===== src/rtl/srft_pkg.sv =====
// ---------------------------------------------------------------------------
// srft_pkg
// Shared types and constants of the sequential ratio fairness test.
// ---------------------------------------------------------------------------
`default_nettype none

package srft_pkg;

  localparam int QW = 48;
  typedef logic [QW-1:0] q_t;

  localparam q_t Q_ONE   = 48'h0001_0000_0000;
  localparam q_t Q_MAX   = 48'h7FFF_FFFF_FFFF;
  localparam q_t Q_32    = 48'h0020_0000_0000;
  localparam q_t Q_48    = 48'h0030_0000_0000;
  // 1/log2(1.1), ln2/1.8 and 0.6*ln2 in Q.32
  localparam q_t K_INV_LOG2_1P1 = 48'd31235325313;
  localparam q_t K_LN2_DIV_1P8  = 48'd1653913595;
  localparam q_t K_06_LN2       = 48'd1786226683;

  localparam int DEF_COUNT_BITS = 24;
  localparam int SAMPLES_W      = 24;

  localparam int SLACK_W = 17;
  localparam int TOL_W   = 18;
  localparam int DELTA_W = 48;
  localparam int LIMIT_W = 24;
  localparam int PADDR_W = 5;
  localparam int PDATA_W = 64;

  localparam logic [SLACK_W-1:0] SLACK_RST = 17'd9830;
  localparam logic [TOL_W-1:0]   TOL_RST   = 18'd0;
  localparam logic [DELTA_W-1:0] DELTA_RST = 48'd14073;
  localparam logic [LIMIT_W-1:0] LIMIT_RST = 24'd10000000;

  typedef enum logic [1:0] {
    REG_SLACK,
    REG_TOL,
    REG_DELTA,
    REG_LIMIT
  } reg_idx_t;

  typedef struct packed {
    logic [SLACK_W-1:0] ratio_slack;
    logic [TOL_W-1:0]   tolerance;
    logic [DELTA_W-1:0] error_probability;
    logic [LIMIT_W-1:0] sample_limit;
  } cfg_t;

  typedef enum logic [1:0] {
    VERDICT_KEEP,
    VERDICT_UNFAIR,
    VERDICT_FAIR,
    VERDICT_LIMIT
  } verdict_t;

  typedef enum logic [3:0] {
    OP_LG_N,
    OP_MUL_R,
    OP_LG_R,
    OP_MUL_T,
    OP_LG_D,
    OP_LG_24,
    OP_MUL_B,
    OP_DIV_Q,
    OP_SQRT,
    OP_DIV_EA,
    OP_DIV_EB,
    OP_DIV_RATIO,
    OP_DIV_E1,
    OP_DIV_E2,
    OP_MUL_ERR
  } op_t;

  typedef enum logic [2:0] {
    ST_IDLE,
    ST_ISSUE,
    ST_WAIT,
    ST_DECIDE,
    ST_FINISH
  } ctrl_state_t;

  typedef struct packed {
    logic accept;
    logic start;
    op_t  op;
    logic decide;
    logic finish;
  } dp_cmd_t;

  typedef struct packed {
    logic done;
    logic eb_gt_eps;
  } dp_status_t;

endpackage

`default_nettype wire


===== src/rtl/srft_cfg.sv =====
// ---------------------------------------------------------------------------
// srft_cfg
// APB-style register file: slack, tolerance, error probability, limit.
// ---------------------------------------------------------------------------
`default_nettype none

module srft_cfg (
  input  wire logic                          clk,
  input  wire logic                          rst_n,
  input  wire logic                          psel,
  input  wire logic                          penable,
  input  wire logic                          pwrite,
  input  wire logic [srft_pkg::PADDR_W-1:0]  paddr,
  input  wire logic [srft_pkg::PDATA_W-1:0]  pwdata,
  output logic      [srft_pkg::PDATA_W-1:0]  prdata,
  output logic                               pready,
  output srft_pkg::cfg_t                     cfg
);
  import srft_pkg::*;

  cfg_t     cfg_r;
  cfg_t     cfg_nxt;
  reg_idx_t idx;
  logic     wr;

  assign idx    = reg_idx_t'(paddr[PADDR_W-1:3]);
  assign wr     = psel & penable & pwrite;
  assign pready = 1'b1;
  assign cfg    = cfg_r;

  always_comb begin
    cfg_nxt = cfg_r;
    if (wr) begin
      unique case (idx)
        REG_SLACK: cfg_nxt.ratio_slack       = pwdata[SLACK_W-1:0];
        REG_TOL:   cfg_nxt.tolerance         = pwdata[TOL_W-1:0];
        REG_DELTA: cfg_nxt.error_probability = pwdata[DELTA_W-1:0];
        REG_LIMIT: cfg_nxt.sample_limit      = pwdata[LIMIT_W-1:0];
      endcase
    end
  end

  always_comb begin
    unique case (idx)
      REG_SLACK: prdata = PDATA_W'(cfg_r.ratio_slack);
      REG_TOL:   prdata = PDATA_W'(cfg_r.tolerance);
      REG_DELTA: prdata = PDATA_W'(cfg_r.error_probability);
      REG_LIMIT: prdata = PDATA_W'(cfg_r.sample_limit);
    endcase
  end

  always_ff @(posedge clk) begin
    if (!rst_n) begin
      cfg_r.ratio_slack       <= SLACK_RST;
      cfg_r.tolerance         <= TOL_RST;
      cfg_r.error_probability <= DELTA_RST;
      cfg_r.sample_limit      <= LIMIT_RST;
    end else begin
      cfg_r <= cfg_nxt;
    end
  end

endmodule

`default_nettype wire


===== config.mk =====
export PLATFORM = sky130hd
export DESIGN_NAME = srft_cfg
export DESIGN_NICKNAME = d
export VERILOG_FILES = /design/src/rtl/srft_pkg.sv /design/src/rtl/srft_cfg.sv
export SDC_FILE = /design/constraint.sdc
export NUM_CORES = 1
export LEC_CHECK = 0
export BUFFER_PORTS_ARGS = -buffer_cell sky130_fd_sc_hd__buf_2
export CORE_MARGIN = 8
export CORE_UTILIZATION = 47
export CTS_CLUSTER_DIAMETER = 100
export CTS_CLUSTER_SIZE = 40
export DETAILED_ROUTE_END_ITERATION = 16
export GPL_TIMING_DRIVEN = 0
export PLACE_DENSITY = 0.82
export SYNTH_ARGS = -nofsm -noshare
export SYNTH_HDL_FRONTEND = slang
export SYNTH_SLANG_ARGS = --single-unit

===== constraint.sdc =====
create_clock -name clk -period 2.4 [get_ports clk]
set_input_delay 0.24 -clock clk [delete_from_list [all_inputs] [get_ports clk]]
set_output_delay 0.24 -clock clk [all_outputs]
set_load 0.02 [all_outputs]

**Word-level counts from Yosys, hierarchy flattened**

Cells that the tools add are included.

- Memory bits (writable): 0
- Bits in read-only memories: 0
- Input port bits: 74
- Register bits: 107
- Memories: 0
- Latch bits: 0
- Output and inout bits: 172

- Reduce and logical (&&, ||, !) cells: 5
- Bitwise operators: 2
- Order comparisons: 0
- Muxes and demuxes: 1
- Div/mod/pow operators: 0
- Multiply operators: 0
- Shift-type cells: 0
- Add/sub/neg operators: 0
- Equal/unequal tests: 3

Operator list:

| operator | count |
|---|---|
| 64-bit one-hot mux with 4 select lines | 1 |
| 2-bit AND reduction | 4 |
| 2-bit equality test, second input constant | 2 |
| 1-bit bitwise AND | 2 |
| 2-bit by 1-bit equality test with 1-bit output, second input constant | 1 |
| 2-bit logical NOT | 1 |

**Logic depth before layout (Yosys ltp)**

Gate-level depths: netlist of run 1.

- Depth after elaboration: 3
- Gate-level depth with buffers: 7

**Least setup slack after synthesis of run 1**

OpenSTA, ideal clock, no wires.

- Path kind: input port to output port
- Start point: input port paddr[4] (netlist name)
- End point: output port prdata[12] (netlist name)
- Required time: 2160 ps
- Path slack: 884 ps
- Cell stages on the path: 3
- Arrival time: 1276 ps
- Path through: buf_4 buf_2 mux4_2

- Word-level cells in the longest chain between the ends: 2
- Elaborated cells between the ends (all ways): 5

Ends and longest elaborated chain:

| item | RTL line | RTL |
|---|---|---|
| start, declared | srft_cfg.sv:13 | `input wire logic [srft_pkg::PADDR_W-1:0] paddr,` |
| 2-bit equality test, or another cell as far along | srft_cfg.sv:44 | `unique case (idx)` |
| 64-bit one-hot mux with 4 select lines (*) | srft_cfg.sv:44 |  |
| end, declared | srft_cfg.sv:15 | `output logic [srft_pkg::PDATA_W-1:0] prdata,` |

Mark *: on every way between the ends. The rest lies on a longest branch, timed or not. The select of a mux whose other input is x is not followed.

**Worst setup path in the final report of run 1**

- Start point: input port paddr[4] (netlist name)
- End point: output port prdata[0] (netlist name)

Same word-level chain as after synthesis.

==> impl_results.md, run 1 <==
* IO Pins at 246
* PortBufs at 208
* Worst Path Max Fanout at 10
* Slew @ Worst Pin at 0.857 ns
* Area Overhead vs Synth at 29.6%
* Tmin final at 2.02 ns
* Final HPWL DP at 13,000 um
* DRT iter0 DRCs at 238
* Initial Util at 48.2%
* CTS root buffer: clkbuf_8
* Pleak at 0.00321 uW
* GRT Total Usage at 22.9%
* Worst-path clk slew at 0.11 ns
* CTS max path bufs at 2
* CP endpoint kind: output pin
* Ys flop type: dfxtp_1
* CP Cell Sequence: buf_2 -> buf_4 -> buf_2 -> buf_2 -> mux4_2 -> buf_2
* Max frequency at 495 MHz
* Grt total ovfl at 0
* Fin. max-slew vios at 0
* Most common cell in the netlist: nand2_1
* R2R Setup Slk at 1.62 ns
* Startpoint types: input port
* WP data arrival at 1.78 ns
* Yosys top cell by area: dfxtp_1
* Synth cell types at 25
* Max reg flops at 107
* Nets at 828
* Mapped Area at 4980 um^2
* Worst slew margin at 42.4%
* Reg2reg start: cfg[37]$_SDFFE_PN1P_
* Via density per instance at 5.14
* First-pass GRT wire length at 26,300 um
* Setup tns final at 0 ns
* Critical Path RT at 2.16 ns
* Final GP Congestion at 0.795
* CTS tree: done
* Post-CTS Resized at 0
* Via count at 4,601
* Die W at 119 um
* Die span in y at 119 um
* Outcome: completed
* Row count at 37
* Yosys reg bits at 107
* Setup violations, final at 0
* Total routed wirelength at 16,700 um
* RR Endpoint: cfg[37]$_SDFFE_PN1P_
* VDD IR max at 0.000336 V
* Synth top cells by count: 132 x nand2_1, 107 x dfxtp_1, 93 x mux2i_1
* RSZ-0062 raised after global routing: no
* Post-synthesis sequential area ratio at 43.0%
* Final Hold Fails at 0
* Worst setup path endpoint: prdata[0]
* Number of synthesized flops with an enable pin at 0
* Slowest cell on the critical path: buf_2
* Initial antenna violation count at 0
* Die Area at 14,100 um^2
* Share of layout cells above drive strength 1 at 37.5%
* WS Path Type: in2out
* Clock Latency Late Sink at 0.36 ns
* Synth async-reset ratio at 0%
* Yosys top cell area share at 43.0%
* Layout Skew at 0 ns
* WL/cell at 18.7 um
* Power per Cell Area at 532 nW/um^2
* CTS Buf Count at 9
* Setup WS post-layout at 0.380 ns
* H-Tree Level Count at 3
* Max Cap Viol at 0
* Detailed Routing Iterations Pass 1 at 4
* Final hold slack at 0.112 ns
* Post-CTS setup buffer count at 0
* Top cells by area, synth: dfxtp_1 43%, mux2i_1 19%, nand2_1 10%
* Pre-CTS worst setup slack at 0.347 ns
* Max incr delay on CP at 0.37 ns
* Filler instances at 885
* ANT cells at 0
* Quantity of hold-fixing buffers added after cts at 0
* CP startpoint: paddr[4]
* Antenna Nets Post-Route at 0
* Avg Synthesized Cell Area at 9.57 um^2
* Fin crit share at 84.2%
* DRC violations left at 0
* Synthesized instance count at 520
* Core area at 10,300 um^2
* R2R cell count at 3
* Warnings, synthesis at 0
* Largest net degree at the start of global routing at 20
* Top cell by count, worst path: buf_2
* CTS sink cnt at 107
* Vias in the first global route at 4,920
* Min-delay worst type: in2reg
-- routing by layer --
layer | share of wire, % | track usage [%] | vias up
met1 | 39 | 25.9 | 2196
met3 | 10 | 9.21 | 18
met5 | 0 | 0 | -
met2 | 49 | 40.0 | 220
met4 | 1.2 | 4.58 | 0
li1 | - | - | 2167
-- cell families (layout without fill, tap and decap cells) --
group / count (synthesis) / count (layout) / synth area share (%)
AND/OR/NAND/NOR: 193 / 193 / 17.6
multiplexers: 111 / 111 / 26.6
flip-flops: 107 / 107 / 43.0
buffers and inverters: 73 / 297 / 8.35
AO/OA/AOI/OAI: 34 / 34 / 4.25
other: 2 / 17 / 0.151
-- cells in the final DEF, fill, tap and decap left out, drive strengths merged --
| cell | instances |
|---|---|
| and3 | 1 |
| bufinv | 1 |
| nand3 | 9 |
| clkinv | 2 |
| inv | 18 |
| o211ai | 15 |
| conb | 17 |
| mux2i | 93 |
| nor2 | 1 |
| nor2b | 18 |
| clkinvlp | 1 |
| nand2 | 132 |
| a21oi | 10 |
| clkbuf | 25 |
| a22o | 1 |
| dfxtp | 107 |
| nor3 | 1 |
| and2 | 26 |
| mux2 | 1 |
| o21ai | 8 |
| buf | 250 |
| nand2b | 5 |
| mux4 | 17 |
-- report_power, final --
group	switching (uW)	internal (uW)	leakage, uW	total, uW
Clock	658	502	0.000104	1160
Sequential	20.0	1800	0.000865	1820
Combinational	282	170	0.00224	452
-- final cells by class --
type | instances | area (um^2) | area share, %
plain buffers | 58 | 359 | 5.57
clock buffers | 9 | 124 | 1.92
clock inverters | 7 | 82.6 | 1.28
inverters | 15 | 56.3 | 0.873
multi-input cells | 355 | 2470 | 38.4
flip-flops and latches | 107 | 2140 | 33.2
well taps | 136 | 170 | 2.64
repair buffers | 208 | 1040 | 16.1
-- critical path: cells and delay by family --
kind | cells | cell delay [ns]
mux | 1 | 0.33
buf+inv | 5 | 1.20
-- worst min path at each step --
stage,from,end,slack [ns],cells after the start
5_1_grt,pwdata[41],cfg[65]$_SDFFE_PN0P_,0.09,3
3_3_place_gp,cfg[54]$_SDFFE_PN0P_,cfg[54]$_SDFFE_PN0P_,0.45,2
2_1_floorplan,pwdata[47],cfg[71]$_SDFFE_PN0P_,0.38,2
6_report,pwdata[47],cfg[71]$_SDFFE_PN0P_,0.11,3
4_1_cts,pwdata[29],cfg[53]$_SDFFE_PN0P_,0.1,3
3_5_place_dp,cfg[59]$_SDFFE_PN0P_,cfg[59]$_SDFFE_PN0P_,0.46,2
-- metrics by stage --
step | total power, uW | std cells | utilization, % | cell area (um^2)
after global placement | 2300 | 879 | 60.5 | 6240
final | 3430 | 895 | 62.5 | 6450
after floorplan | 2140 | 535 | - | 5030
after global routing | 3570 | 895 | 62.5 | 6450
after CTS | 3450 | 895 | 62.5 | 6450
after detailed placement | 2310 | 879 | 60.5 | 6240
Note: power is estimated with default switching activity, not from simulation.
==> run 2, diff against run 1 <==
ABC_AREA = 1   (was not set)
PLACE_DENSITY = 0.81   (was 0.82)
clock period = 1.9 ns   (was 2.4 ns; I/O delays follow)
==> impl_results.md, run 2 <==
* Fin. max-slew vios at 0 (unchanged)
* Yosys reg bits at 107 (unchanged)
* WS Path Type: in2out
* Final GP Congestion at 0.832 (+4.8%)
* R2R cell count at 2 (-1)
* Mapped Area at 5080 um^2 (+2.1%)
* Area Overhead vs Synth at 28.5%
* Hold EP: cfg[28]$_SDFFE_PN1P_
* Detailed Routing Iterations Pass 1 at 5 (+1)
* Yosys top cell by area: dfxtp_1
* Tmin final at 1.71 ns
* Total routed wirelength at 18,400 um (+10%)
* Initial antenna violation count at 1 (+1)
* Post-synthesis sequential area ratio at 42.2% (-0.89 points)
* Yosys top cell area share at 42.2% (-0.89 points)
* Warnings, synthesis at 0 (unchanged)
* Placed standard-cell area at 6350 um^2 (+1.7%)
* Die W at 120 um (+0.91%)
* GRT Total Usage at 25.1% (+2.2 points)
* DRT iter0 DRCs at 519 (+120%)
* VDD IR max at 0.000400 V (+19%)
* Synth top cells by count: 210 x nand2_1, 189 x nor2_1, 109 x nand3_1
* H-Tree Level Count at 3 (unchanged)
* Max reg flops at 107 (unchanged)
* Critical Path RT at 1.71 ns (-0.45 ns)
* Synthesized instance count at 789 (+52%)
* PortBufs at 207 (-0.48%)
* IO Pins at 246 (unchanged)
* Number of synthesized flops with an enable pin at 0 (unchanged)
* Design area at 6530 um^2 (+1.2%)
* Quantity of hold-fixing buffers added after cts at 0 (unchanged)
* Filler instances at 1,096 (+24%)
* Avg Synthesized Cell Area at 6.44 um^2 (-33%)
* CP endpoint kind: output pin
* Via density per instance at 4.94 (-3.9%)
* Share of layout cells above drive strength 1 at 27.5% (-10 points)
* RR Endpoint: cfg[94]$_SDFFE_PN0P_
* Startpoint types: input port
* Most common cell after layout, fill and taps aside: buf_2
* Row count at 38 (+2.7%)
* Layout Skew at 0 ns (unchanged)
* Largest net degree at the start of global routing at 18 (-10%)
* Setup tns final at 0 ns (unchanged)
* Final Hold Fails at 0 (unchanged)
* Clock Latency Late Sink at 0.36 ns (about the same)
* Min-delay worst type: in2reg
* Slew @ Worst Pin at 0.720 ns (-0.137 ns)
* WL/cell at 15.8 um (-15%)
* RSZ-0062 raised after global routing: no
* Synth cell types at 17 (-32%)
* CTS sink cnt at 107 (unchanged)
* DRC violations left at 0 (unchanged)
* Reg2reg start: cfg[94]$_SDFFE_PN0P_
* CTS Buf Count at 9 (unchanged)
* Most common cell in the netlist: nand2_1
* CTS tree: done
* Core area at 10,700 um^2 (+3.6%)
* Synth async-reset ratio at 0% (unchanged)
* Nets at 1,096 (+32%)
* WHS Path Cells at 3 (unchanged)
* Worst slew margin at 52.0% (+9.6 points)
* Die Area at 14,400 um^2 (+1.8%)
* R2R Setup Slk at 1.27 ns (-0.35 ns)
* Power per Cell Area at 671 nW/um^2 (+26%)
* Initial Util at 47.5% (-0.70 points)
* Final HPWL DP at 13,900 um (+7.1%)
* Top cells by area, synth: dfxtp_1 42%, nand2_1 16%, nor2_1 14%
* Fin crit share at 90.0%
* WP data arrival at 1.52 ns (-0.26 ns)
* CTS max path bufs at 2 (unchanged)
* Worst-path clk slew at 0.10 ns (about the same)
* Setup violations, final at 0 (unchanged)
* HP Start: pwdata[4]
* Commonest cells after routing, fill and taps aside: 233 x buf_2, 210 x nand2_1, 189 x nor2_1, 109 x nand3_1, 107 x dfxtp_1
* Antenna Nets Post-Route at 0 (unchanged)
* Max frequency at 585 MHz
* Ys flop type: dfxtp_1
* Outcome: completed
* Grt total ovfl at 0 (unchanged)
* Worst Path Max Fanout at 10 (unchanged)
* Die span in y at 120 um (+0.91%)
* CTS root buffer: clkbuf_8
* Via count at 5,767 (+25%)
* ANT cells at 0 (unchanged)
* First-pass GRT wire length at 28,900 um (+10%)
* Pleak at 0.00349 uW (+8.8%)
* Vias in the first global route at 5,626 (+14%)
* Max Cap Viol at 0 (unchanged)
==> run 2: final cells by class <==
| cell class | instances | area (um^2) | share of cell area [%] |
|---|---|---|---|
| Multi-Input combinational cell | 556 | 2340 | 35.8 |
| Tap cell | 140 | 175 | 2.68 |
| Sequential cell | 107 | 2140 | 32.8 |
| Timing Repair Buffer | 207 | 1040 | 15.9 |
| Buffer | 65 | 375 | 5.75 |
| Clock inverter | 5 | 37.5 | 0.575 |
| Clock buffer | 11 | 141 | 2.17 |
| Inverter | 76 | 285 | 4.37 |
==> run 2: worst max-delay path by stage <==
stage	start	end	slack, ns	cells past startpoint
floorplan	paddr[4]	prdata[0]	0.62	6
global placement	paddr[4]	prdata[2]	0.03	7
detailed placement	paddr[4]	prdata[2]	0.04	7
CTS	paddr[4]	prdata[2]	0.03	7
global route	paddr[4]	prdata[1]	0.14	6
finish	paddr[4]	prdata[1]	0.19	6
==> run 2: report_power, final <==
group	total, uW	leakage (uW)	internal [uW]	switching [uW]
sequential	2330	0.000867	2290	38.9
combinational	727	0.00254	234	494
clock	1320	0.0000859	519	804
total	4380	0.00349	3040	1340
==> run 2: cell families after synthesis <==
kind of cell / share of synthesized area [%]
buf+inv: 13.0
flops: 42.2
simple gates: 43.7
other cells: 0.148
compound gates: 1.03
==> run 2: worst max-delay path: stages <==
cell,delay [ns]
buf_2,0.15
nor2_2,0.38
buf_2,0.37
nand2_1,0.10
nand4_1,0.14
buf_2,0.19
==> run 2: what timing repair did <==
action	4_1_cts	5_1_grt
endpoints found under the hold margin	0	0
gates resized for setup	0	2
buffers inserted	0	0
endpoints found under the setup margin	0	1
==> run 2: metal layers <==
layer  global-route usage [%]  vias up  wire length [um]
met1                     28.2     2593              7360
met3                     9.07       47              1800
met4                     10.7        2               668
met5                        0        -                12
met2                     42.2      273              8600
li1                         -     2852                 -
==> run 2: through the flow <==
| stage | setup WS (ns) | power [uW] | hold slack (ns) | utilization, % | std cells |
|---|---|---|---|---|---|
| after floorplan | 0.622 | 2830 | 0.316 | - | 804 |
| after global placement | 0.0349 | 3090 | 0.418 | 59.3 | 1151 |
| after detailed placement | 0.0390 | 3100 | 0.427 | 59.3 | 1151 |
| after CTS | 0.0333 | 4380 | 0.0457 | 61.0 | 1167 |
| after global routing | 0.138 | 4540 | 0.0578 | 61.0 | 1167 |
| final | 0.190 | 4380 | 0.0481 | 61.0 | 1167 |
==> run 3, diff against run 2 <==
--- a/config.mk
+++ b/config.mk
@@ -7,9 +7,9 @@
 export LEC_CHECK = 0
 export ABC_AREA = 1
-export BUFFER_PORTS_ARGS = -buffer_cell sky130_fd_sc_hd__buf_2
+export BUFFER_PORTS_ARGS = -buffer_cell sky130_fd_sc_hd__buf_4
 export CORE_MARGIN = 8
 export CORE_UTILIZATION = 47
 export CTS_CLUSTER_DIAMETER = 100
-export CTS_CLUSTER_SIZE = 40
+export CTS_CLUSTER_SIZE = 14
 export DETAILED_ROUTE_END_ITERATION = 16
 export GPL_TIMING_DRIVEN = 0
==> constraint.sdc (replaced) <==
create_clock -name clk -period 1.9 [get_ports clk]
set_input_delay 0.095 -clock clk [delete_from_list [all_inputs] [get_ports clk]]
set_output_delay 0.095 -clock clk [all_outputs]
set_load 0.02 [all_outputs]
==> impl_results.md, run 3 (synthesized netlist as in run 2, its figures left out) <==
* Outcome: completed
* CTS root buffer: clkbuf_8
* Placed cells at 1,151 (unchanged)
* Fin. max-slew vios at 0 (unchanged)
* Fin crit share at 85.7% (-4.3 points)
* WS Path Type: in2out
* Clock Latency Late Sink at 0.37 ns (about the same)
* CP endpoint kind: output pin
* RSZ-0062 raised after global routing: no
* Via count at 5,867 (+1.7%)
* Setup tns final at 0 ns (unchanged)
* DRC violations left at 0 (unchanged)
* WP data arrival at 1.53 ns (about the same)
* Max frequency at 614 MHz (+5.0%)
* Die Area at 14,400 um^2 (unchanged)
* Critical Path RT at 1.80 ns (+0.09 ns)
* Commonest cells after routing, fill and taps aside: 227 x buf_4, 210 x nand2_1, 189 x nor2_1, 109 x nand3_1, 107 x dfxtp_1
* Die W at 120 um (unchanged)
* Final GP Congestion at 0.832 (about the same)
* Max Cap Viol at 0 (unchanged)
* Layout Skew at 0 ns (unchanged)
* GRT Total Usage at 25.9% (+0.80 points)
* Via density per instance at 4.96 (+0.36%)
* Setup violations, final at 0 (unchanged)
* Worst Path Max Fanout at 10 (unchanged)
* Grt total ovfl at 0 (unchanged)
* Vias in the first global route at 5,669 (+0.76%)
* Initial Util at 47.5% (unchanged)
* Core area at 10,700 um^2 (unchanged)
* Detailed Routing Iterations Pass 1 at 5 (unchanged)
* Post-CTS Resized at 0 (unchanged)
* CTS sink cnt at 107 (unchanged)
* Share of layout cells above drive strength 1 at 27.0% (-0.42 points)
* Tmin final at 1.63 ns (-0.0814 ns)
* Power per Cell Area at 624 nW/um^2 (-7.0%)
* Post-CTS setup buffer count at 0 (unchanged)
* IO Pins at 246 (unchanged)
* Worst-path clk slew at 0.11 ns (about the same)
* VDD IR max at 0.000373 V (-6.8%)
* PortBufs at 207 (unchanged)
* Area Overhead vs Synth at 41.7%
* Final Hold Fails at 0 (unchanged)
* Startpoint types: input port
* Antenna Nets Post-Route at 0 (unchanged)
* Die span in y at 120 um (unchanged)
* Most common cell after layout, fill and taps aside: buf_4
* CTS Buf Count at 9 (unchanged)
* Pleak at 0.00364 uW (+4.4%)
* Total routed wirelength at 19,200 um (+3.9%)
* H-Tree Level Count at 3 (unchanged)
* Final core occ at 67.3% (+6.3 points)
* Slew @ Worst Pin at 0.712 ns (-0.00774 ns)
* CTS max path bufs at 2 (unchanged)
* Largest net degree at the start of global routing at 19 (+1)
* Final HPWL DP at 14,300 um (+2.7%)
* WL/cell at 16.2 um (+2.5%)
* Worst slew margin at 52.5% (+0.52 points)
* DRT iter0 DRCs at 444 (-14%)
* CTS tree: done
* Initial antenna violation count at 0 (-1)
* Min-delay worst type: in2reg
* ANT cells at 0 (unchanged)
* Max reg flops at 107 (unchanged)
* Nets at 1,112 (+1.5%)
* First-pass GRT wire length at 29,700 um (+2.9%)
* Row count at 38 (unchanged)
* Finished Layout Cells at 1,183 (+1.4%)
## run 3: changes by cell type in the layout (fill, tap and decap cells not counted)
cell / before / now
clkbuf_8: 10 / 9
dlygate4sd3_1: 0 / 16
inv_6: 1 / 2
clkinv_2: 1 / 2
clkbuf_2: 1 / 0
buf_4: 20 / 227
buf_2: 233 / 26
## run 3: path summary, 6_finish.rpt
kind                                           start                    to  slack [ns]  cells after the start
worst min register to register  cfg[37]$_SDFFE_PN1P_  cfg[37]$_SDFFE_PN1P_        0.49                      2
worst max register to register   cfg[3]$_SDFFE_PN0P_   cfg[3]$_SDFFE_PN0P_        1.24                      2
worst min-delay path                      pwdata[31]  cfg[55]$_SDFFE_PN0P_        0.02                      5
worst max-delay path                        paddr[4]             prdata[2]        0.27                      7
## run 3: timing repair
item	CTS	global route
hold buffers	16	0
hold endpoints to repair	25	0
endpoints found under the setup margin	0	0
## run 3: cell type report
cell class | count | area (um^2)
fillers | 981 | 3500
multi-input cells | 556 | 2340
well taps | 140 | 175
clock buffers | 9 | 124
flip-flops and latches | 107 | 2140
repair buffers | 223 | 1710
clock inverters | 7 | 51.3
plain buffers | 65 | 374
inverters | 76 | 285
## run 3: layer usage
layer  GRT usage, %  share of wire (%)  up-vias
met1           30.0                 40     2663
met3           6.62                9.4       36
li1               -                  -     2878
met4           11.8                2.7        0
met2           44.2                 48      290
met5              0                  0        -
## run 3: report_power, final
part | leakage [uW] | total (uW) | internal, uW | switching, uW
registers | 0.000867 | 2330 | 2290 | 42.9
logic | 0.00269 | 832 | 329 | 502
clock network | 0.0000860 | 1330 | 485 | 842
total | 0.00364 | 4490 | 3110 | 1390
## run 3: through the flow
step                      hold WS [ns]  instance area (um^2)  worst slack, ns  total power (uW)
final                           0.0208                  7200            0.271              4490
after global routing            0.0315                  7200            0.204              4660
after CTS                       0.0202                  7200            0.286              4490
after detailed placement         0.323                  6870            0.284              3180
after global placement           0.317                  6870            0.282              3170
after floorplan                  0.221                  5140            0.812              2830
## run 3: critical path, cell delays in order
cell      delay [ns]
buf_2           0.17
inv_2           0.08
nor2_4          0.18
clkbuf_1        0.55
nand2_1         0.13
nand4_1         0.16
buf_4           0.17
