==> src/rtl/srft_pkg.sv <==
// ---------------------------------------------------------------------------
// srft_pkg
// Shared types and constants of the sequential ratio fairness test.
// ---------------------------------------------------------------------------
`default_nettype none

package srft_pkg;

  localparam int QW = 48;
  typedef logic [QW-1:0] q_t;

  localparam q_t Q_ONE   = 48'h0001_0000_0000;
  localparam q_t Q_MAX   = 48'h7FFF_FFFF_FFFF;
  localparam q_t Q_32    = 48'h0020_0000_0000;
  localparam q_t Q_48    = 48'h0030_0000_0000;
  // 1/log2(1.1), ln2/1.8 and 0.6*ln2 in Q.32
  localparam q_t K_INV_LOG2_1P1 = 48'd31235325313;
  localparam q_t K_LN2_DIV_1P8  = 48'd1653913595;
  localparam q_t K_06_LN2       = 48'd1786226683;

  localparam int DEF_COUNT_BITS = 24;
  localparam int SAMPLES_W      = 24;

  localparam int SLACK_W = 17;
  localparam int TOL_W   = 18;
  localparam int DELTA_W = 48;
  localparam int LIMIT_W = 24;
  localparam int PADDR_W = 5;
  localparam int PDATA_W = 64;

  localparam logic [SLACK_W-1:0] SLACK_RST = 17'd9830;
  localparam logic [TOL_W-1:0]   TOL_RST   = 18'd0;
  localparam logic [DELTA_W-1:0] DELTA_RST = 48'd14073;
  localparam logic [LIMIT_W-1:0] LIMIT_RST = 24'd10000000;

  typedef enum logic [1:0] {
    REG_SLACK,
    REG_TOL,
    REG_DELTA,
    REG_LIMIT
  } reg_idx_t;

  typedef struct packed {
    logic [SLACK_W-1:0] ratio_slack;
    logic [TOL_W-1:0]   tolerance;
    logic [DELTA_W-1:0] error_probability;
    logic [LIMIT_W-1:0] sample_limit;
  } cfg_t;

  typedef enum logic [1:0] {
    VERDICT_KEEP,
    VERDICT_UNFAIR,
    VERDICT_FAIR,
    VERDICT_LIMIT
  } verdict_t;

  typedef enum logic [3:0] {
    OP_LG_N,
    OP_MUL_R,
    OP_LG_R,
    OP_MUL_T,
    OP_LG_D,
    OP_LG_24,
    OP_MUL_B,
    OP_DIV_Q,
    OP_SQRT,
    OP_DIV_EA,
    OP_DIV_EB,
    OP_DIV_RATIO,
    OP_DIV_E1,
    OP_DIV_E2,
    OP_MUL_ERR
  } op_t;

  typedef enum logic [2:0] {
    ST_IDLE,
    ST_ISSUE,
    ST_WAIT,
    ST_DECIDE,
    ST_FINISH
  } ctrl_state_t;

  typedef struct packed {
    logic accept;
    logic start;
    op_t  op;
    logic decide;
    logic finish;
  } dp_cmd_t;

  typedef struct packed {
    logic done;
    logic eb_gt_eps;
  } dp_status_t;

endpackage

`default_nettype wire

==> src/rtl/srft_ctrl.sv <==
// ---------------------------------------------------------------------------
// srft_ctrl
// Sequencer: steps the datapath through the bound, means and ratio test
// for each item and hands the verdict to the output register.
// ---------------------------------------------------------------------------
`default_nettype none

module srft_ctrl (
  input  wire logic                 clk,
  input  wire logic                 rst_n,
  input  wire logic                 in_valid,
  output logic                      in_ready,
  output logic                      out_valid,
  input  wire logic                 out_ready,
  output srft_pkg::dp_cmd_t         cmd,
  input  wire srft_pkg::dp_status_t status
);
  import srft_pkg::*;

  ctrl_state_t state_r, state_nxt;
  op_t         op_r, op_nxt;
  logic        out_valid_r, out_valid_nxt;
  op_t         op_follow;

  always_comb begin
    unique case (op_r)
      OP_LG_N:      op_follow = OP_MUL_R;
      OP_MUL_R:     op_follow = OP_LG_R;
      OP_LG_R:      op_follow = OP_MUL_T;
      OP_MUL_T:     op_follow = OP_LG_D;
      OP_LG_D:      op_follow = OP_LG_24;
      OP_LG_24:     op_follow = OP_MUL_B;
      OP_MUL_B:     op_follow = OP_DIV_Q;
      OP_DIV_Q:     op_follow = OP_SQRT;
      OP_SQRT:      op_follow = OP_DIV_EA;
      OP_DIV_EA:    op_follow = OP_DIV_EB;
      OP_DIV_EB:    op_follow = OP_DIV_RATIO;
      OP_DIV_RATIO: op_follow = OP_DIV_E1;
      OP_DIV_E1:    op_follow = OP_DIV_E2;
      OP_DIV_E2:    op_follow = OP_MUL_ERR;
      default:      op_follow = OP_LG_N;
    endcase
  end

  always_comb begin
    state_nxt  = state_r;
    op_nxt     = op_r;
    in_ready   = 1'b0;
    cmd.accept = 1'b0;
    cmd.start  = 1'b0;
    cmd.op     = op_r;
    cmd.decide = 1'b0;
    cmd.finish = 1'b0;
    unique case (state_r)
      ST_IDLE: begin
        in_ready = 1'b1;
        if (in_valid) begin
          cmd.accept = 1'b1;
          op_nxt     = OP_LG_N;
          state_nxt  = ST_ISSUE;
        end
      end
      ST_ISSUE: begin
        cmd.start = 1'b1;
        state_nxt = ST_WAIT;
      end
      ST_WAIT: begin
        if (status.done) begin
          // mean of B inside the bound: no ratio test needed
          if (op_r == OP_MUL_ERR || (op_r == OP_DIV_EB && !status.eb_gt_eps)) begin
            state_nxt = ST_DECIDE;
          end else begin
            op_nxt    = op_follow;
            state_nxt = ST_ISSUE;
          end
        end
      end
      ST_DECIDE: begin
        cmd.decide = 1'b1;
        state_nxt  = ST_FINISH;
      end
      ST_FINISH: begin
        if (!out_valid_r || out_ready) begin
          cmd.finish = 1'b1;
          state_nxt  = ST_IDLE;
        end
      end
      default: state_nxt = ST_IDLE;
    endcase
  end

  assign out_valid_nxt = cmd.finish ? 1'b1 : (out_ready ? 1'b0 : out_valid_r);
  assign out_valid     = out_valid_r;

  always_ff @(posedge clk) begin
    if (!rst_n) begin
      state_r     <= ST_IDLE;
      op_r        <= OP_LG_N;
      out_valid_r <= 1'b0;
    end else begin
      state_r     <= state_nxt;
      op_r        <= op_nxt;
      out_valid_r <= out_valid_nxt;
    end
  end

endmodule

`default_nettype wire

==> config.mk <==
export PLATFORM = sky130hd
export DESIGN_NAME = srft_ctrl
export DESIGN_NICKNAME = d
export VERILOG_FILES = /design/src/rtl/srft_pkg.sv /design/src/rtl/srft_ctrl.sv
export SDC_FILE = /design/constraint.sdc
export NUM_CORES = 1
export LEC_CHECK = 0
export ABC_CLOCK_PERIOD_IN_PS = 2500
export BUFFER_PORTS_ARGS = -buffer_cell sky130_fd_sc_hd__buf_2
export CAP_MARGIN = 5
export CORE_UTILIZATION = 35
export CTS_CLUSTER_DIAMETER = 30
export DETAILED_ROUTE_END_ITERATION = 8
export PLACE_DENSITY = 0.66
export SLEW_MARGIN = 10
export SYNTH_ARGS = -nofsm -noshare
export SYNTH_HDL_FRONTEND = slang
export SYNTH_SLANG_ARGS = --single-unit
==> constraint.sdc <==
create_clock -name clk -period 2.5 [get_ports clk]
set_clock_uncertainty 0.2 [all_clocks]
set_input_delay 0.25 -clock clk [delete_from_list [all_inputs] [get_ports clk]]
set_output_delay 0.25 -clock clk [all_outputs]
set_load 0.02 [all_outputs]
## After elaboration in Yosys (flattened, before gate mapping)

Memory sizes are Yosys's and may differ from the RTL's. A register that Yosys moved wholly into a read port is not among the register bits.
Cells that the tools add are included.
W data, S select, Z words.

| word-level totals | value |
|---|---|
| flip-flop bits (word level) | 8 |
| bits in read-only memories | 64 |
| input bits | 6 |
| output and inout port bits | 10 |
| logic and storage cells | 44 |
| memories kept | 1 |

Memory list:

| name | words | width | rd ports | clocked after memory_dff | wr ports | line | source |
|---|---|---|---|---|---|---|---|
| (name not given) | 16 | 4 | 1 | 1 | 0 | srft_ctrl.sv:26 | `unique case (op_r)` |

| cells by class | value |
|---|---|
| equal/unequal tests | 10 |
| multiplexer cells | 20 |
| reductions and logical operators | 10 |

Operator list:

| operator | number |
|---|---|
| $mux W4 | 5 |
| $pmux W3 S5 | 1 |
| $mux W1 | 9 |
| $mux W3 | 3 |
| $eq A4 B4 Y1 const B | 2 |
| $ne A2 B2 Y1 const B | 4 |
| $pmux W4 S2 | 1 |
| $eq A3 B2 Y1 const B | 2 |
| $reduce_and A4 Y1 | 1 |
| $reduce_bool A2 Y1 | 2 |
| $eq A3 B1 Y1 const B | 1 |
| $eq A3 B3 Y1 const B | 1 |
| $logic_not A3 Y1 | 1 |
| $reduce_and A3 Y1 | 1 |
| $logic_not A1 Y1 | 2 |
| $logic_or A1 B1 Y1 | 2 |
| $mux W2 | 1 |
| $logic_and A1 B1 Y1 | 1 |

## Logic depth before layout (Yosys ltp)

Gate-level depths: netlist (run 1).

| depth | value |
|---|---|
| depth in word-level cells | 8 |
| depth in mapped cells | 9 |
| gate-level depth less buffers | 8 |

## Worst setup path before layout (run 1)

OpenSTA, ideal clock, no wires.

| path | value |
|---|---|
| path type | register -> register |
| from | register op_r[0] |
| to | register, netlist name op_follow[1] |
| library setup time | 0.072 ns |
| arrival time | 1.638 ns |
| data required time | 2.228 ns |
| slack | 0.591 ns |
| cell stages (with the launch flop) | 8 |
| buffers on the path | 0 |
| clock period less this slack | 1.909 ns |
| cells stage by stage | dfxtp_1 -> and4b_4 -> and2_4 -> nor3_1 -> or2_2 -> inv_1 -> ha_1 -> mux2i_1 |

| on the way | value |
|---|---|
| cells in the longest elaborated chain, start to end | 7 |
| elaborated cells between the ends (all ways) | 8 |
| those cells by class | eq/ne: 3; mux: 2; reduce/logical: 3 |

Ends and longest elaborated chain:

| element | line | source |
|---|---|---|
| start: declaration | srft_ctrl.sv:21 | `op_t op_r, op_nxt;` |
| start signal: assignment | srft_ctrl.sv:102 | `op_r <= op_nxt;` |
| $eq A4 B4 Y1 | srft_ctrl.sv:70 | `if (op_r == OP_MUL_ERR \|\| (op_r == OP_DIV_EB && !status.eb_gt_eps)) begin` |
| $logic_and A1 B1 Y1 | srft_ctrl.sv:70 |  |
| $logic_or A1 B1 Y1 | srft_ctrl.sv:70 |  |
| $ne A2 B2 Y1 (no source line) | n/a |  |
| $reduce_and A4 Y1 (no source line) | n/a |  |
| $mux W4 (no source line) (*) (2 in a row) | n/a |  |

Every way passes the cells marked *; elsewhere a longest branch is shown, timed or not.
A chain may end at the register's enable or synchronous reset.

## Final worst setup path (run 1)

| path | value |
|---|---|
| from | register state_r[1] |
| to | register, netlist name op_follow[1] |

| on the way | value |
|---|---|
| cells in the longest elaborated chain, start to end | 5 |
| elaborated cells between the ends (all ways) | 10 |
| those cells by class | eq/ne: 4; mux: 3; reduce/logical: 3 |

Ends and longest elaborated chain:

| element | line | source |
|---|---|---|
| start: declaration | srft_ctrl.sv:20 | `ctrl_state_t state_r, state_nxt;` |
| start signal: assignment | srft_ctrl.sv:101 | `state_r <= state_nxt;` |
| $eq A3 B2 Y1 or $logic_not A3 Y1 (tied branches) | srft_ctrl.sv:54 | `unique case (state_r)` |
| $ne A2 B2 Y1 (no source line) or $reduce_bool A2 Y1 (tied branches) | n/a |  |
| $reduce_and A4 Y1 (no source line) | n/a |  |
| $mux W4 (no source line) (*) (2 in a row) | n/a |  |

Marks and branches as above.

==> results.sh, run 1 <==
export IMPL_synth_edf_count=0
export IMPL_gp_congestion=0.851
export IMPL_coreArea_um2=1780
export IMPL_grt_max_degree=14
export IMPL_holdBufCountCts=0
export IMPL_slew_violations=0
export IMPL_multi_input_area_um2=415
export IMPL_ir_worst_vdd_v=0.000217
export IMPL_clkTransAtPathRegs_ns=0.07
export IMPL_regArea_um2=240
export IMPL_rsz0062_at_grt="false"
export IMPL_synthDistinctLibCells=36
export IMPL_ys_warn_count=0
export IMPL_clock_sinks=12
export IMPL_vias=609
export IMPL_power_density_nw_per_um2=501
export IMPL_finalSetupViolations=0
export IMPL_diodes=0
export IMPL_ys_ff_latch=12
export IMPL_layout_nets=99
export IMPL_cts_resized=0
export IMPL_synthCells=75
export IMPL_viasPerCell=5.25
export IMPL_wl_mm=1.37
export IMPL_post_cts_buffers=0
export IMPL_synth_top_area_cell="dfxtp_1"
export IMPL_synth_most_common_cell="dfxtp_1"
export IMPL_cts_buffers=3
export IMPL_grt_pass1_wl_mm=2.15
export IMPL_syn_cell_area_um2=689
export IMPL_antenna_found_initial=0
export IMPL_dieWidth_um=46.4
export IMPL_cts_buffer_depth=2
export IMPL_fillers=177
export IMPL_drt_iter0_drc=15
export IMPL_htree_levels=1
export IMPL_ys_seq_area_share_pct=34.8
export IMPL_overflow=0
export IMPL_synth_nets=82
export IMPL_end_kind="flip-flop"
export IMPL_num_io_pins=16
export IMPL_r2r_setup_slack_ns=0.42
export IMPL_drc=0
export IMPL_grt_pass1_vias=523
export IMPL_hold_path_class="in2reg"
export IMPL_status="finished clean"
export IMPL_synthToLayoutAreaGrowth_pct=17.4
export IMPL_grt_use_total_pct=14.2
export IMPL_hpwl_mm=1.05
export IMPL_cts_tree="yes"
export IMPL_wl_per_cell_um=11.8
export IMPL_synth_async_reset_ratio_pct=0
export IMPL_synth_ff_type="dfxtp_1"
export IMPL_numPortBuffers=15
export IMPL_finalCritPeriodShare_pct=83.1
export IMPL_crit_path_start="state_r[1]$_SDFFE_PN0P_"
export IMPL_crit_type="reg2reg"
export IMPL_avgSynthCellArea_um2=9.19
export IMPL_worst_pin_slew_ns=0.372
export IMPL_r2r_cells=7
export IMPL_reg2reg_to="op_follow[1]$_DFF_P_"
export IMPL_first_pass_iters=5
export IMPL_path_cells="nor3b_2, nand3_1, nor3_1, or2_2, inv_1, ha_1, mux2i_1"
export IMPL_whs_ns=0.0908
export IMPL_startpoint_type="flip-flop"
export IMPL_reg2reg_from="state_r[1]$_SDFFE_PN0P_"
export IMPL_root_buffer="clkbuf_4"
export IMPL_cp_slowest_stage_delay_ns=0.48
export IMPL_finalHoldViolCount=0
export IMPL_rows=15
export IMPL_synthTopCellsByCount="12 x dfxtp_1, 6 x nor2b_1, 5 x a21oi_1"
export IMPL_yosys_area_top_type_share_pct=34.8
export IMPL_crit_slowest_cell="dfxtp_1"
export IMPL_crit_arrival_ns=2.09
export IMPL_finalCriticalPeriod_ns=2.08
export IMPL_fmax_ghz=0.481
export IMPL_dieArea_um2=2150
export IMPL_power_uw=406
export IMPL_path_max_fanout=9
export IMPL_final_antenna_net_count=0
export IMPL_drive_gt1_share_pct=30.8
export IMPL_synth_area_leaders="dfxtp_1 35%, nor2b_1 5.4%, mux2i_1 4.4%, a21oi_1 3.6%, and2_1 3.6%"
export IMPL_start_util_pct=38.7
export IMPL_leakagePower_nw=0.346
export IMPL_cap_violations=0
export IMPL_cp_endpoint="op_follow[1]$_DFF_P_"
export IMPL_die_h_um=46.4
export IMPL_slew_headroom_pct=75.0
export IMPL_insertion_delay_ns=0.27
export IMPL_crit_required_ns=2.51
export IMPL_finalSetupTns_ns=0
[layout make-up]
class | count | share of cell area [%]
clock buffers | 4 | 4.48
well taps | 25 | 3.86
multi-input cells | 57 | 51.3
repair buffers | 15 | 9.27
inverters | 3 | 1.39
flip-flops and latches | 12 | 29.7
[per-layer routing]
metal	routed length, um	part of all wire (%)	GRT usage (%)	vias up
li1	-	-	-	300
met1	621	45	16.2	281
met2	650	47	25.0	23
met3	68	5.0	2.35	5
met4	31	2.3	7.06	0
met5	0	0	0	-
[cells in the final DEF, fill, tap and decap left out, drive strengths merged, types with 3 or more instances in the layout]
| cell | n |
|---|---|
| and2 | 5 |
| nor2b | 6 |
| nor3 | 3 |
| nor3b | 3 |
| o21ai | 3 |
| dfxtp | 12 |
| nand2 | 5 |
| inv | 3 |
| clkbuf | 4 |
| nand4 | 3 |
| buf | 15 |
| a21oi | 5 |
| mux2i | 3 |
[worst max-delay path, delay by kind of cell (launching register included)]
family	cells	cell delay, ns
AND/OR/NAND/NOR	4	0.90
multiplexers	1	0.12
flip-flops	1	0.48
adder cells (fa/ha/maj)	1	0.26
buffers and inverters	1	0.04
[through the flow]
step / utilization (%) / instances / cell area [um2] / worst slack, ns
floorplan: - / 75 / 689 / 0.591
global placement: 43.4 / 112 / 773 / 0.508
detailed placement: 43.4 / 112 / 773 / 0.456
CTS: 45.4 / 116 / 810 / 0.421
global route: 45.4 / 116 / 810 / 0.205
finish: 45.4 / 116 / 810 / 0.421
[worst min-delay path by stage]
stage                     cells after the start                 endpoint                  from  slack [ns]
after global placement                        2     op_r[2]$_SDFFE_PN0P_  op_follow[2]$_DFF_P_        0.36
after CTS                                     2     op_follow[0]$_DFF_P_                 rst_n         0.1
final                                         2     op_follow[0]$_DFF_P_                 rst_n        0.09
after floorplan                               3  state_r[1]$_SDFFE_PN0P_             status[1]        0.30
after detailed placement                      2     op_r[2]$_SDFFE_PN0P_  op_follow[2]$_DFF_P_        0.35
after global routing                          3   out_valid$_SDFFE_PN0P_             out_ready        0.12
[power by group]
part / switching (mW) / internal, mW
clock: 0.0664 / 0.0886
combinational: 0.0291 / 0.0208
sequential: 0.00591 / 0.195
[kinds of logic (layout without fill, tap and decap cells)]
group | after synthesis | in the layout | share of synthesized area, %
AOI/OAI and AO/OA | 16 | 16 | 17.8
adders and majority gates | 1 | 1 | 1.81
buffers and inverters | 6 | 22 | 4.90
DFF | 12 | 12 | 34.8
muxes | 4 | 4 | 6.53
and+or+nand+nor | 36 | 36 | 34.1
[sequential cells by signal, indices dropped and copies added, names as in the netlist]
name,count
op_follow,4
state_r,3
op_r,4
out_valid,1
Note: power is estimated with default switching activity, not from simulation.
==> run 2, diff against run 1 <==
- ABC_AREA: not set -> 1
- ABC_CLOCK_PERIOD_IN_PS: 2500 -> 1700
- PLACE_DENSITY: 0.66 -> 0.68
- clock period: 2.5 -> 1.7 ns (I/O delays scaled with it)
==> run 2 against run 1 <==
Effect of this change: the run now ends with setup timing left; global-route usage rose by 4.4 points; wire length up 38%; core utilization grew 18 points; synthesized area grew 1.6%; sequential share of layout area is 7.6 points lower; design area increased by 41%; critical path depth grew 6; die area is 1.6% higher; worst setup slack worse by 0.53 ns; register-to-register slack got worse by 0.53 ns; sequential cell count unchanged; synthesized cell count is 27% higher; critical path type unchanged.
==> results.sh, run 2 <==
export IMPL_ys_seq_area_share_pct=34.3
export IMPL_grt_pass1_vias=650
export IMPL_final_cells=160
export IMPL_finalCritPeriodShare_pct=106
export IMPL_root_buffer="clkbuf_4"
export IMPL_grt_use_total_pct=18.6
export IMPL_worst_pin_slew_ns=0.256
export IMPL_overflow=0
export IMPL_synth_top_area_cell="dfxtp_1"
export IMPL_avgSynthCellArea_um2=7.38
export IMPL_finalSetupTns_ns=-0.306
export IMPL_rows=15
export IMPL_gp_congestion=0.800
export IMPL_synth_most_common_cell="nand2_1"
export IMPL_r2r_cells=13
export IMPL_synth_ff_type="dfxtp_1"
export IMPL_drc=0
export IMPL_vias=744
export IMPL_synthTopCellsByCount="18 x nand2_1, 17 x inv_1, 12 x dfxtp_1"
export IMPL_slew_violations=0
export IMPL_regArea_um2=251
export IMPL_grt_max_degree=8
export IMPL_synth_area_leaders="dfxtp_1 34%, nand2_1 9.6%, inv_1 9.1%, nand2_8 5.7%, nand2_2 5.4%"
export IMPL_wl_per_cell_um=11.8
export IMPL_leakagePower_nw=0.584
export IMPL_dieWidth_um=46.7
export IMPL_hold_path_class="in2reg"
export IMPL_crit_type="reg2reg"
export IMPL_die_h_um=46.7
export IMPL_syn_cell_area_um2=701
export IMPL_startpoint_type="flip-flop"
export IMPL_slew_headroom_pct=82.9
export IMPL_final_antenna_net_count=0
export IMPL_insertion_delay_ns=0.29
export IMPL_finalSetupViolations=4
export IMPL_coreArea_um2=1800
export IMPL_drive_gt1_share_pct=58.5
export IMPL_dp_slack_ns=-0.0906
export IMPL_layout_setup_ws_ns=-0.107
export IMPL_ys_warn_count=0
export IMPL_antenna_found_initial=0
export IMPL_finalHoldViolCount=0
export IMPL_first_pass_iters=4
export IMPL_crit_arrival_ns=1.80
export IMPL_diodes=0
export IMPL_fmax_ghz=0.553
export IMPL_numPortBuffers=15
export IMPL_holdBufCountCts=0
export IMPL_viasPerCell=4.65
export IMPL_num_io_pins=16
export IMPL_dieArea_um2=2180
export IMPL_whs_ns=0.00104
export IMPL_path_max_fanout=5
export IMPL_cts_buffer_depth=2
export IMPL_reg2reg_from="state_r[2]$_SDFFE_PN0P_"
export IMPL_mostFrequentLayoutCell="buf_4"
export IMPL_synth_async_reset_ratio_pct=0
export IMPL_power_density_nw_per_um2=855
export IMPL_reg2reg_to="op_follow[2]$_DFF_P_"
export IMPL_finalCriticalPeriod_ns=1.81
export IMPL_yosys_area_top_type_share_pct=34.3
export IMPL_power_uw=975
export IMPL_crit_required_ns=1.69
export IMPL_final_cell_mix="19 x buf_4, 16 x inv_1, 15 x buf_2"
export IMPL_clock_sinks=12
export IMPL_clkTransAtPathRegs_ns=0.08
export IMPL_multi_input_area_um2=485
export IMPL_ir_worst_vdd_v=0.000362
export IMPL_end_kind="flip-flop"
export IMPL_dp_cells=145
export IMPL_violations="setup timing"
export IMPL_synth_edf_count=0
export IMPL_synth_nets=102
export IMPL_htree_levels=1
export IMPL_ys_ff_latch=12
export IMPL_synthDistinctLibCells=23
export IMPL_cts_buffers=3
export IMPL_r2r_setup_slack_ns=-0.11
export IMPL_grt_pass1_wl_mm=2.77
export IMPL_crit_path_start="state_r[2]$_SDFFE_PN0P_"
export IMPL_cts_tree="yes"
export IMPL_layout_nets=143
export IMPL_hpwl_mm=1.15
export IMPL_status="finished, violations left"
export IMPL_synthToLayoutAreaGrowth_pct=62.7
export IMPL_wl_mm=1.89
export IMPL_synthCells=95
export IMPL_rsz0062_at_grt="true"
export IMPL_fillers=152
export IMPL_start_util_pct=38.9
export IMPL_drt_iter0_drc=10
export IMPL_cp_endpoint="op_follow[2]$_DFF_P_"
export IMPL_cap_violations=0
[run 2: layout make-up]
cell class	count	area share, %
Tap cell	25	2.74
Multi-Input combinational cell	62	42.6
Clock buffer	4	2.31
Inverter	20	7.46
Timing Repair Buffer	37	22.8
Sequential cell	12	22.1
[run 2: critical path: stages (launching register included)]
cell      delay, ns
dfxtp_2        0.34
nor2_4         0.17
nand3b_1       0.17
nand2_2        0.13
clkinv_4       0.10
nand2_8        0.10
nand2_4        0.05
nand2_4        0.07
nand2_4        0.05
buf_6          0.12
nand2_4        0.05
nand2_2        0.05
nand2_1        0.07
inv_1          0.04
[run 2: how the worst min path moves through the flow]
stage	startpoint	endpoint	cells after the start
4_1_cts	out_ready	out_valid$_SDFFE_PN0P_	4
2_1_floorplan	rst_n	op_r[0]$_SDFFE_PN0P_	2
5_1_grt	out_ready	out_valid$_SDFFE_PN0P_	4
6_report	out_ready	out_valid$_SDFFE_PN0P_	4
3_3_place_gp	out_ready	out_valid$_SDFFE_PN0P_	4
3_5_place_dp	out_ready	out_valid$_SDFFE_PN0P_	4
[run 2: kinds of logic after synthesis]
kind of cell	count (synthesis)	share of synthesized area, %
AND/OR/NAND/NOR	55	46.8
buffers and inverters	21	12.9
flip-flops	12	34.3
adder cells (fa/ha/maj)	1	1.79
AO/OA/AOI/OAI	6	4.29
[run 2: per-stage QoR]
stage / instance area, um2 / util [%]
after floorplan: 718 / -
after global placement: 900 / 49.9
after detailed placement: 900 / 49.9
after CTS: 1060 / 58.6
after global routing: 1140 / 63.3
final: 1140 / 63.3
[run 2: routing by layer]
layer / wire (um) / global-route usage (%) / vias up
li1: - / - / 372
met1: 758 / 23.3 / 340
met2: 983 / 31.7 / 24
met3: 80 / 2.31 / 8
met4: 69 / 8.57 / 0
met5: 0 / 0 / -
[run 2: where the power goes]
| part | leakage (nW) | switching (mW) | internal [mW] | total, mW |
|---|---|---|---|---|
| Combinational | 0.467 | 0.252 | 0.189 | 0.441 |
| Clock | 0.0150 | 0.105 | 0.0913 | 0.196 |
| Sequential | 0.101 | 0.0210 | 0.317 | 0.338 |
[run 2: timing repair]
action	in CTS	in global routing
buffers inserted	12	1
pin swaps	9	10
resized for setup	8	21
setup endpoints to repair	2	6
==> run 3, diff against run 2 <==
- CORE_MARGIN: not set -> 1.5
- HOLD_SLACK_MARGIN: not set -> 0.03
==> run 3 against run 2 <==
Effect of this change: the run still ends with setup timing left; combinational power down 12%; power down 6.8%; core utilization down 8.7 points; sequential share of layout area up 1.9 points; maximum frequency up 6.1%; wire length down 18%; clock-buffer cell count unchanged; non-clock buffer count down 2; worst setup slack better by 0.10 ns; register-to-register slack better by 0.10 ns; die area up 4.3%; critical path depth unchanged; critical path type unchanged; critical endpoint unchanged; largest cell class unchanged; highest routed layer unchanged.
==> results.sh, run 3 (same netlist as run 2, synthesis figures left out) <==
export IMPL_status="finished, violations left"
export IMPL_violations="setup timing"
export IMPL_finalHoldViolCount=0
export IMPL_cp_top_family="simple AND/OR/NAND/NOR gates"
export IMPL_startpoint_type="flip-flop"
export IMPL_path_buf_inv=3
export IMPL_path_cells="nor2_4, nand2_2, clkinv_4, nand2_4, nand2_8, nand2_8, buf_4, nand2_4, nand3_4, nor2_4, nand2_1, nand2_1, inv_1"
export IMPL_numPortBuffers=15
export IMPL_wl_mm=1.56
export IMPL_diodes=0
export IMPL_drive_gt1_share_pct=53.4
export IMPL_crit_arrival_ns=1.68
export IMPL_path_max_fanout=5
export IMPL_clkTransAtPathRegs_ns=0.08
export IMPL_num_io_pins=16
export IMPL_antenna_found_initial=0
export IMPL_leakagePower_nw=0.545
export IMPL_drt_iter0_drc=13
export IMPL_coreArea_um2=1920
export IMPL_dieWidth_um=47.7
export IMPL_fin_util_pct=54.6
export IMPL_hold_path_class="in2reg"
export IMPL_finalCritPeriodShare_pct=100
export IMPL_crit_required_ns=1.68
export IMPL_cap_violations=0
export IMPL_root_buffer="clkbuf_4"
export IMPL_insertion_delay_ns=0.27
export IMPL_end_kind="flip-flop"
export IMPL_crit_slowest_cell="dfxtp_2"
export IMPL_cts_buffer_depth=2
export IMPL_crit_type="reg2reg"
export IMPL_layout_setup_ws_ns=-0.00331
export IMPL_final_cells=160
export IMPL_slew_headroom_pct=83.7
export IMPL_fmax_ghz=0.587
export IMPL_dp_cells=147
export IMPL_dieArea_um2=2280
export IMPL_ir_worst_vdd_v=0.000600
export IMPL_start_util_pct=36.5
export IMPL_worst_pin_slew_ns=0.243
export IMPL_cp_slowest_stage_delay_ns=0.34
export IMPL_power_density_nw_per_um2=867
export IMPL_grt_pass1_vias=601
export IMPL_dp_slack_ns=-0.0681
export IMPL_viasPerCell=4.29
export IMPL_grt_pass1_wl_mm=2.39
export IMPL_cts_buffers=3
export IMPL_finalCriticalPeriod_ns=1.70
export IMPL_rows=16
export IMPL_gp_congestion=0.801
export IMPL_htree_levels=1
export IMPL_first_pass_iters=4
export IMPL_mostFrequentLayoutCell="buf_4"
export IMPL_grt_use_total_pct=15.3
export IMPL_overflow=0
export IMPL_wl_per_cell_um=9.73
export IMPL_final_antenna_net_count=0
export IMPL_die_h_um=47.7
export IMPL_finalSetupViolations=1
export IMPL_slew_violations=0
export IMPL_cts_tree="yes"
export IMPL_hpwl_mm=1.16
export IMPL_clock_sinks=12
export IMPL_grt_max_degree=8
export IMPL_drc=0
export IMPL_vias=686
export IMPL_layout_nets=141
export IMPL_final_cell_mix="18 x buf_4, 16 x inv_1, 16 x nand2_1"
export IMPL_rsz0062_at_grt="true"
export IMPL_synthToLayoutAreaGrowth_pct=49.6
==> run 3: cell count changes in the layout (fill, tap and decap cells not counted), sizes merged <==
cell / previous run / this run
buf: 37 / 34
clkinv: 2 / 1
dlygate4sd3: 0 / 1
inv: 18 / 19
==> run 3: stage by stage <==
stage | setup TNS [ns] | hold slack (ns) | instance area, um2 | power (mW)
2_1_floorplan | 0 | 0.0818 | 718 | 0.555
3_3_place_gp | -0.0259 | 0.291 | 902 | 0.651
3_5_place_dp | -0.0823 | 0.293 | 902 | 0.656
4_1_cts | 0 | 0.0757 | 1000 | 0.882
5_1_grt | -0.253 | 0.100 | 1050 | 0.967
6_report | -0.00331 | 0.0764 | 1050 | 0.909
==> run 3: repair_timing <==
item / 4_1_cts / 5_1_grt
hold endpoints to repair: 1 / 0
hold buffers: 1 / 0
setup endpoints to repair: 2 / 5
setup buffers: 3 / 5
resized for setup: 10 / 4
pin swaps: 9 / 5
cloned: 0 / 0
==> run 3: area by class of cell <==
type,count,area (um2)
timing repair buffer,35,231
clock buffer,4,26.3
fill,207,873
multi-input combinational,62,423
tap,27,33.8
sequential,12,251
inverter,20,82.6
==> run 3: where the power goes <==
group          internal [mW]  total, mW  switching, mW
combinational          0.167      0.388          0.221
clock                 0.0910      0.187         0.0959
sequential             0.317      0.334         0.0171
total                  0.575      0.909          0.334
==> run 3: metal layers <==
metal / wire length, um / up-vias / track usage [%]
li1: - / 369 / -
met1: 650 / 301 / 17.4
met2: 832 / 14 / 26.4
met3: 59 / 2 / 3.77
met4: 14 / 0 / 8.11
met5: 0 / - / 0
==> run 3: worst min-delay path, stage by stage <==
cell and delay (ns):
buf_2 0.16, inv_1 0.13, a21oi_1 0.05
==> run 3: final timing paths <==
check / startpoint / end / slack [ns] / cells after the start
hold / removal: rst_n / state_r[1]$_SDFFE_PN0P_ / 0.08 / 3
setup / recovery: state_r[2]$_SDFFE_PN0P_ / op_follow[2]$_DFF_P_ / -0.003 / 13
hold reg to reg: state_r[2]$_SDFFE_PN0P_ / state_r[0]$_SDFFE_PN0P_ / 0.33 / 2
setup reg to reg: state_r[2]$_SDFFE_PN0P_ / op_follow[2]$_DFF_P_ / -0.003 / 13
